`config.mk`:
```
export PLATFORM = sky130hd
export DESIGN_NAME = bevel_fill_pixel_shader
export DESIGN_NICKNAME = d
export VERILOG_FILES = /design/src/hdl/bfps_pkg.sv /design/src/hdl/bfps_shade_core.sv /design/src/hdl/bevel_fill_pixel_shader.sv
export SDC_FILE = /design/constraint.sdc
export NUM_CORES = 1
export LEC_CHECK = 0
export BUFFER_PORTS_ARGS = -buffer_cell sky130_fd_sc_hd__buf_2
export CORE_MARGIN = 2
export CORE_UTILIZATION = 55
export DETAILED_ROUTE_END_ITERATION = 12
export GPL_ROUTABILITY_DRIVEN = 0
export GPL_TIMING_DRIVEN = 0
export PLACE_DENSITY = 0.73
export SKIP_CTS_REPAIR_TIMING = 1
export SYNTH_ARGS = -nofsm -noshare
export SYNTH_HDL_FRONTEND = slang
export SYNTH_HIERARCHICAL = 1
export SYNTH_SLANG_ARGS = --single-unit
```
`constraint.sdc`:
```
create_clock -name clock -period 13.1 [get_ports clock]
set_input_delay 2.62 -clock clock [delete_from_list [all_inputs] [get_ports clock]]
set_output_delay 2.62 -clock clock [all_outputs]
set_load 0.005 [all_outputs]
```
`src/hdl/bfps_pkg.sv`:
```
package bfps_pkg;

   // Default number of fraction bits of the bevel position (Q1.16).
   localparam int POS_FRAC_BITS_DEF = 16;

   // Flat alpha curve: linear below the split level, parabolic above it.
   localparam int SPLIT_LEVEL = 213;
   localparam int ALPHA_SCALE = 200;
   localparam int ALPHA_MIN   = 1;
   localparam int ALPHA_MAX   = 254;
   localparam int SPAN_SQ     = (255 - SPLIT_LEVEL) * (255 - SPLIT_LEVEL);

   // Mid grey targets of the blends.
   localparam logic [7:0] MID_HIGH = 8'd128;
   localparam logic [7:0] MID_LOW  = 8'd127;

   // Fill style codes. Code seven has no member and shades as flat.
   typedef enum logic [2:0] {
      STYLE_FLAT   = 3'd0,
      STYLE_ROUND  = 3'd1,
      STYLE_SQUARE = 3'd2,
      STYLE_FRAME  = 3'd3,
      STYLE_SMOOTH = 3'd4,
      STYLE_POINT  = 3'd5,
      STYLE_RUFFLE = 3'd6
   } style_type;

   // One shaded pixel, red in the lowest byte.
   typedef struct packed {
      logic [7:0] alpha;
      logic [7:0] blue;
      logic [7:0] green;
      logic [7:0] red;
   } pixel_type;

   typedef logic [7:0] alpha_lut_type [256];

   // Builds the flat alpha table at elaboration time.
   function automatic alpha_lut_type build_flat_alpha_lut();
      alpha_lut_type lut;
      int a;
      int d;
      for (int v = 0; v < 256; v++) begin
         if (v < SPLIT_LEVEL) begin
            a = (ALPHA_SCALE * v) / SPLIT_LEVEL;
         end else begin
            d = v - SPLIT_LEVEL;
            a = (ALPHA_SCALE * (SPAN_SQ - d * d)) / SPAN_SQ;
         end
         if (a > ALPHA_MAX) a = ALPHA_MAX;
         if (a < ALPHA_MIN) a = ALPHA_MIN;
         lut[v] = 8'(a);
      end
      return lut;
   endfunction

   localparam alpha_lut_type FLAT_ALPHA_LUT = build_flat_alpha_lut();

endpackage

```
`src/hdl/bfps_shade_core.sv`:
```
module bfps_shade_core
   import bfps_pkg::*;
#(
   parameter int POS_FRAC_BITS = POS_FRAC_BITS_DEF
) (
   input  logic [2:0]             style,
   input  logic [7:0]             level,
   input  logic [POS_FRAC_BITS:0] position,
   output pixel_type              pixel
);

   localparam int PW = POS_FRAC_BITS + 1;
   localparam int BW = POS_FRAC_BITS + 9;
   localparam int HW = POS_FRAC_BITS + 8;

   localparam logic [PW-1:0] ONE   = {1'b1, {POS_FRAC_BITS{1'b0}}};
   localparam logic [PW-1:0] HALF  = ONE >> 1;
   localparam logic [HW-1:0] ONE_H = HW'(ONE);
   localparam logic [HW-1:0] TH_3  = HW'(ONE_H * 3);
   localparam logic [HW-1:0] TH_7  = HW'(ONE_H * 7);
   localparam logic [HW-1:0] TH_15 = HW'(ONE_H * 15);
   localparam logic [HW-1:0] TH_30 = HW'(ONE_H * 30);
   localparam logic [HW-1:0] TH_45 = HW'(ONE_H * 45);
   localparam logic [HW-1:0] TH_60 = HW'(ONE_H * 60);
   localparam logic [HW-1:0] TH_80 = HW'(ONE_H * 80);

   logic [PW-1:0] pos_sat;
   logic [PW-1:0] pos_rest;
   logic [HW-1:0] pos_x10;
   logic [HW-1:0] pos_x100;
   logic [PW-1:0] round_q;
   logic [7:0]    round_c;
   logic [BW-1:0] round_num;
   logic [PW-1:0] blend_s;
   logic [BW-1:0] blend_num;
   logic [7:0]    round_k;
   logic [7:0]    blend_k;
   logic [7:0]    square_k;
   logic [7:0]    point_k;
   logic          ruffle_keep;
   logic [7:0]    ruffle_k;

   // Positions past one saturate to one.
   assign pos_sat  = (position > ONE) ? ONE : position;
   assign pos_rest = ONE - pos_sat;
   assign pos_x10  = HW'(HW'(pos_sat) * 10);
   assign pos_x100 = HW'(HW'(pos_sat) * 100);

   // Round blends from the level to mid grey, then from mid grey to the complement.
   always_comb begin
      if (pos_sat <= HALF) begin
         round_q = pos_sat << 1;
         round_c = level;
      end else begin
         round_q = pos_rest << 1;
         round_c = ~level;
      end
      round_num = BW'(round_c) * BW'(ONE - round_q) + (BW'(round_q) << 7);
   end
   assign round_k = round_num[POS_FRAC_BITS +: 8];

   // Frame and smooth share one blend, smooth runs it from the far side.
   always_comb begin
      blend_s = (style == STYLE_SMOOTH) ? pos_rest : pos_sat;
      if (level <= MID_HIGH) begin
         blend_num = (BW'(MID_HIGH) << POS_FRAC_BITS)
                     - BW'(MID_HIGH - level) * BW'(blend_s);
      end else begin
         blend_num = (BW'(MID_LOW) << POS_FRAC_BITS)
                     + BW'(level - MID_LOW) * BW'(blend_s);
      end
   end
   assign blend_k = blend_num[POS_FRAC_BITS +: 8];

   always_comb begin
      if (pos_x10 <= TH_3) begin
         square_k = level;
      end else if (pos_x10 >= TH_7) begin
         square_k = ~level;
      end else begin
         square_k = MID_HIGH;
      end
   end

   assign point_k = (pos_sat < HALF) ? level : ~level;

   // Ruffle keeps the level in three bands and inverts it in between and above the last.
   always_comb begin
      if (pos_x100 < TH_15) begin
         ruffle_keep = 1'b1;
      end else if (pos_x100 < TH_30) begin
         ruffle_keep = 1'b0;
      end else if (pos_x100 < TH_45) begin
         ruffle_keep = 1'b1;
      end else if (pos_x100 < TH_60) begin
         ruffle_keep = 1'b0;
      end else if (pos_x100 < TH_80) begin
         ruffle_keep = 1'b1;
      end else begin
         ruffle_keep = 1'b0;
      end
   end
   assign ruffle_k = ruffle_keep ? level : ~level;

   always_comb begin
      unique case (style)
         STYLE_ROUND: begin
            pixel = '{alpha: level, blue: round_k, green: round_k, red: round_k};
         end
         STYLE_SQUARE: begin
            pixel = '{alpha: level, blue: square_k, green: square_k, red: square_k};
         end
         STYLE_FRAME, STYLE_SMOOTH: begin
            pixel = '{alpha: blend_k, blue: blend_k, green: blend_k, red: blend_k};
         end
         STYLE_POINT: begin
            pixel = '{alpha: point_k, blue: point_k, green: point_k, red: point_k};
         end
         STYLE_RUFFLE: begin
            pixel = '{alpha: ruffle_k, blue: ruffle_k, green: ruffle_k, red: ruffle_k};
         end
         default: begin
            pixel = '{alpha: FLAT_ALPHA_LUT[level], blue: level, green: level, red: level};
         end
      endcase
   end

endmodule

```
`src/hdl/bevel_fill_pixel_shader.sv`:
```
// Bevel fill pixel shader: one RGBA pixel per request.
// The req channel carries a lighting level and a bevel position (unsigned,
// POS_FRAC_BITS fraction bits, where one is 1.0 and larger values saturate).
// The rsp channel returns red, green, blue and alpha bytes for each request,
// in request order. The csr channel writes the 3-bit fill style: flat, round,
// square, frame, smooth, point or ruffle; code seven shades as flat. The style
// should be written only while no request is in flight.
// An accepted request is held in the input register; rsp_tvalid rises when
// its result is loaded into the output register. There is one input
// register, then the shading logic into the output register. Throughput is
// one request per cycle while rsp_tready is high, set by one shading pass.
// If the receiver stalls, the result holds in the output register and one
// more request can still enter the input register; req_tready drops only
// when both registers are full. Reset clears both stages and sets the style
// to flat; csr_ready is always high.
module bevel_fill_pixel_shader
   import bfps_pkg::*;
#(
   parameter int  POS_FRAC_BITS = POS_FRAC_BITS_DEF,
   localparam int REQ_W         = ((POS_FRAC_BITS + 9 + 7) / 8) * 8
) (
   input  logic             clock,
   input  logic             reset,
   input  logic             req_tvalid,
   output logic             req_tready,
   // Fields from bit 0 up: level (8), position (POS_FRAC_BITS + 1), zero pad.
   input  logic [REQ_W-1:0] req_tdata,
   output logic             rsp_tvalid,
   input  logic             rsp_tready,
   // Fields from bit 0 up: red (8), green (8), blue (8), alpha (8).
   output logic [31:0]      rsp_tdata,
   input  logic             csr_valid,
   output logic             csr_ready,
   input  logic [2:0]       csr_data
);

   localparam int PW = POS_FRAC_BITS + 1;

   logic [2:0]    style_ff, style_in;
   logic          s1_valid_ff, s1_valid_in;
   logic [7:0]    s1_level_ff, s1_level_in;
   logic [PW-1:0] s1_position_ff, s1_position_in;
   logic          rsp_valid_ff, rsp_valid_in;
   pixel_type     rsp_pixel_ff, rsp_pixel_in;
   pixel_type     shade_pixel;
   logic          out_ready;
   logic          req_accept;
   logic          s1_move;

   // The output register frees up when empty or when its result is taken,
   // and the input register frees up when empty or when it moves forward.
   assign out_ready  = !rsp_valid_ff || rsp_tready;
   assign req_tready = !s1_valid_ff || out_ready;
   assign req_accept = req_tvalid && req_tready;
   assign s1_move    = s1_valid_ff && out_ready;
   assign csr_ready  = 1'b1;

   always_comb begin
      style_in = style_ff;
      if (csr_valid) begin
         style_in = csr_data;
      end
   end

   always_comb begin
      s1_valid_in    = s1_valid_ff;
      s1_level_in    = s1_level_ff;
      s1_position_in = s1_position_ff;
      if (req_accept) begin
         s1_valid_in    = 1'b1;
         s1_level_in    = req_tdata[7:0];
         s1_position_in = req_tdata[8 +: PW];
      end else if (s1_move) begin
         s1_valid_in = 1'b0;
      end
   end

   bfps_shade_core #(
      .POS_FRAC_BITS(POS_FRAC_BITS)
   ) u_shade_core (
      .style   (style_ff),
      .level   (s1_level_ff),
      .position(s1_position_ff),
      .pixel   (shade_pixel)
   );

   always_comb begin
      rsp_valid_in = rsp_valid_ff;
      rsp_pixel_in = rsp_pixel_ff;
      if (out_ready) begin
         rsp_valid_in = s1_valid_ff;
         if (s1_valid_ff) begin
            rsp_pixel_in = shade_pixel;
         end
      end
   end

   always_ff @(posedge clock) begin
      if (reset) begin
         style_ff     <= STYLE_FLAT;
         s1_valid_ff  <= 1'b0;
         rsp_valid_ff <= 1'b0;
      end else begin
         style_ff     <= style_in;
         s1_valid_ff  <= s1_valid_in;
         rsp_valid_ff <= rsp_valid_in;
      end
   end

   always_ff @(posedge clock) begin
      s1_level_ff    <= s1_level_in;
      s1_position_ff <= s1_position_in;
      rsp_pixel_ff   <= rsp_pixel_in;
   end

   assign rsp_tvalid = rsp_valid_ff;
   assign rsp_tdata  = rsp_pixel_ff;

endmodule

```
==> out/metrics.csv <==
metric,value,unit
grt_use_total,31.7,%
fill_cells,3614,
rsz0062_at_grt,no,
place_hpwl,55500,um
portBuffers,66,
grt_pass1_vias,20571,
syn_inst,2698,
slew_violations,0,
critPathBufInv,10,
vias_per_cell,6.12,
placed_cell_area,23700,sq um
cts_inserted_buffers,9,
yosysMostFrequentCell,inv_1,
hold_class,reg2reg,
yosysUniqueCellTypes,106,
finalSetupTns,0,ns
synth_top_area_share,29.7,%
drtPass1Iterations,9,
power_leakage,11.6,nW
criticalPathCategory,reg2reg,
routed_wl,67900,um
seq_area_frac_synth,7.96,%
min_period,11.55,ns
fp.dieW,207,um
crit_fanout,11,
fin_hold_ws,0.496,ns
grt_max_degree,33,
synth_area_leaders,"fa_1, ha_1, inv_1",
grt_pass1_wl,110000,um
timing.final.crit_share,88.1,%
areaGrowthSynthToFinish,5.84,%
grt_use_met2,50.4,%
seq_area,1810,sq um
critical-path-max-stage-delay,0.74,ns
overflow,0,
ir_drop,230,uV
arrival,11.77,ns
cts_tree,done,
drtIter0Drc,2371,
max_freq,86.6,MHz
crit_required,13.32,ns
ys_ff_latch,62,
num_antenna_cells,0,
power-per-cell-area,227,nW/um^2
crit_family,adder cells,
cts_htree_levels,3,
grt.busiest_layer,met2,
syn_area_per_cell,8.43,sq um
layout-drive-gt1-share,6.26,%
ys_warn_count,6,
fin_nets,3442,
num_vias,20262,
clk_pin_slew_worst_paths,0.07,ns
cts_buffer_depth,2,
multi_input_area,18600,sq um
synth_edf_count,57,
slew_headroom,8.29,%
status,completed,
syn-num-nets,3365,
num_rows,74,
postLayoutCellArea,24100,sq um
finalClockSkew,0.0139,ns
setup_viol,0,
ys.flop_type,edfxtp_1,
clock_latency,0.35,ns
crit_top_cell,fa_1,
io_pins,75,
die_area,43000,sq um
wl_per_cell,20.5,um
synthesis.area,22700,sq um
endpoint_kind,flop,
cp_slowest_cell,nor4_2,
antenna_found_initial,0,
die_h,207,um
cts.sinks,62,
hold_viol_final,0,
remaining_drc_errors,0,
async_flop_share,0,%
synth_top_area_cell,fa_1,
max_cap_viol_count,0,
grt_use_met3,7.37,%
tightestPinTransition,1.37,ns
use_met1,41.9,%
core,40800,sq um
floorplan.initialDensity,55.7,%
synth.top_cells.by_count,"inv_1, fa_1, nand2_1, ha_1, nor2_1",
ant_nets,0,
crit_path_start_kind,flop,
root_buffer,clkbuf_16,
## layout make-up
type	count	share of cell area, %
multi-input combinational	2051	77.4
buffer	120	2.33
inverter	465	7.25
tap	532	2.76
clock buffer	9	0.935
clock inverter	7	0.437
timing repair buffer	66	1.37
sequential	62	7.52
## cell families (layout without fill, tap and decap cells)
group	after synthesis	in the layout	synth area share [%]
adders and majority gates	629	629	45.7
DFF	62	62	7.96
xor gates and xnor gates	121	121	4.85
buffers and inverters	585	667	10.1
AOI/OAI and AO/OA	444	444	13.3
and+or+nand+nor	836	836	17.0
muxes	20	20	1.02
other	1	1	0.0165
## report_power, final
| part | leakage [nW] | switching, W | total (W) | internal (W) |
|---|---|---|---|---|
| Sequential | 0.587 | 0.0000141 | 0.000288 | 0.000273 |
| Combinational | 10.9 | 0.00291 | 0.00490 | 0.00200 |
| Clock | 0.159 | 0.000103 | 0.000272 | 0.000170 |
| Total | 11.6 | 0.00302 | 0.00546 | 0.00244 |
## registers in the layout, summed over array words and instances, names as in the netlist
signal	count
rsp_tdata	32
s1_position_ff	17
s1_level_ff	8
style_ff	3
rsp_tvalid	1
s1_valid_ff	1
## metal layers
metal / vias to the layer above / wire [um]
li1: 8991 / -
met1: 9701 / 26100
met2: 1314 / 30900
met3: 256 / 7880
met4: 0 / 3030
met5: - / 0
## path summary, 6_finish.rpt
| check | startpoint | depth (start not counted) | slack (ns) | to |
|---|---|---|---|---|
| setup / recovery | s1_position_ff[0] | 36 | 1.55 | rsp_tdata[22] |
| hold / removal | s1_valid_ff | 2 | 0.50 | rsp_tvalid |
| setup reg to reg | s1_position_ff[0] | 36 | 1.55 | rsp_tdata[22] |
| hold reg to reg | s1_valid_ff | 2 | 0.50 | rsp_tvalid |
## per-stage QoR
stage / cells / worst slack [ns] / util [%] / power (W)
after floorplan: 2698 / 4.31 / - / 0.00384
after global placement: 3296 / 2.10 / 58.2 / 0.00491
after detailed placement: 3296 / 1.98 / 58.2 / 0.00509
after CTS: 3312 / 1.85 / 59.0 / 0.00541
after global routing: 3312 / 1.21 / 59.0 / 0.00609
final: 3312 / 1.55 / 59.0 / 0.00546
## worst register-to-register path: cells and delay by family, from the launching register on
family | cells | cell delay, ns
simple gates | 11 | 2.61
xor+xnor | 1 | 0.68
buf+inv | 10 | 2.63
fa+ha+maj | 7 | 3.25
compound gates | 7 | 1.79
flops | 1 | 0.47
## layout by cell type (no fill, tap or decap), drive strengths merged, types with 13 or more instances in the layout
master,instances
edfxtp,57
xnor2,104
nor2b,25
a22oi,15
o31ai,14
nor4,16
and2,35
o211ai,21
xor2,14
inv,467
buf,109
nand4,15
nand2b,13
a211oi,23
a21o,21
nor2,250
nand3,35
nand2,340
nor3,37
fa,338
a21oi,110
ha,289
o21ai,98
mux2i,13
clkbuf,86
a31oi,17
Note: power is estimated with default switching activity, not from simulation.
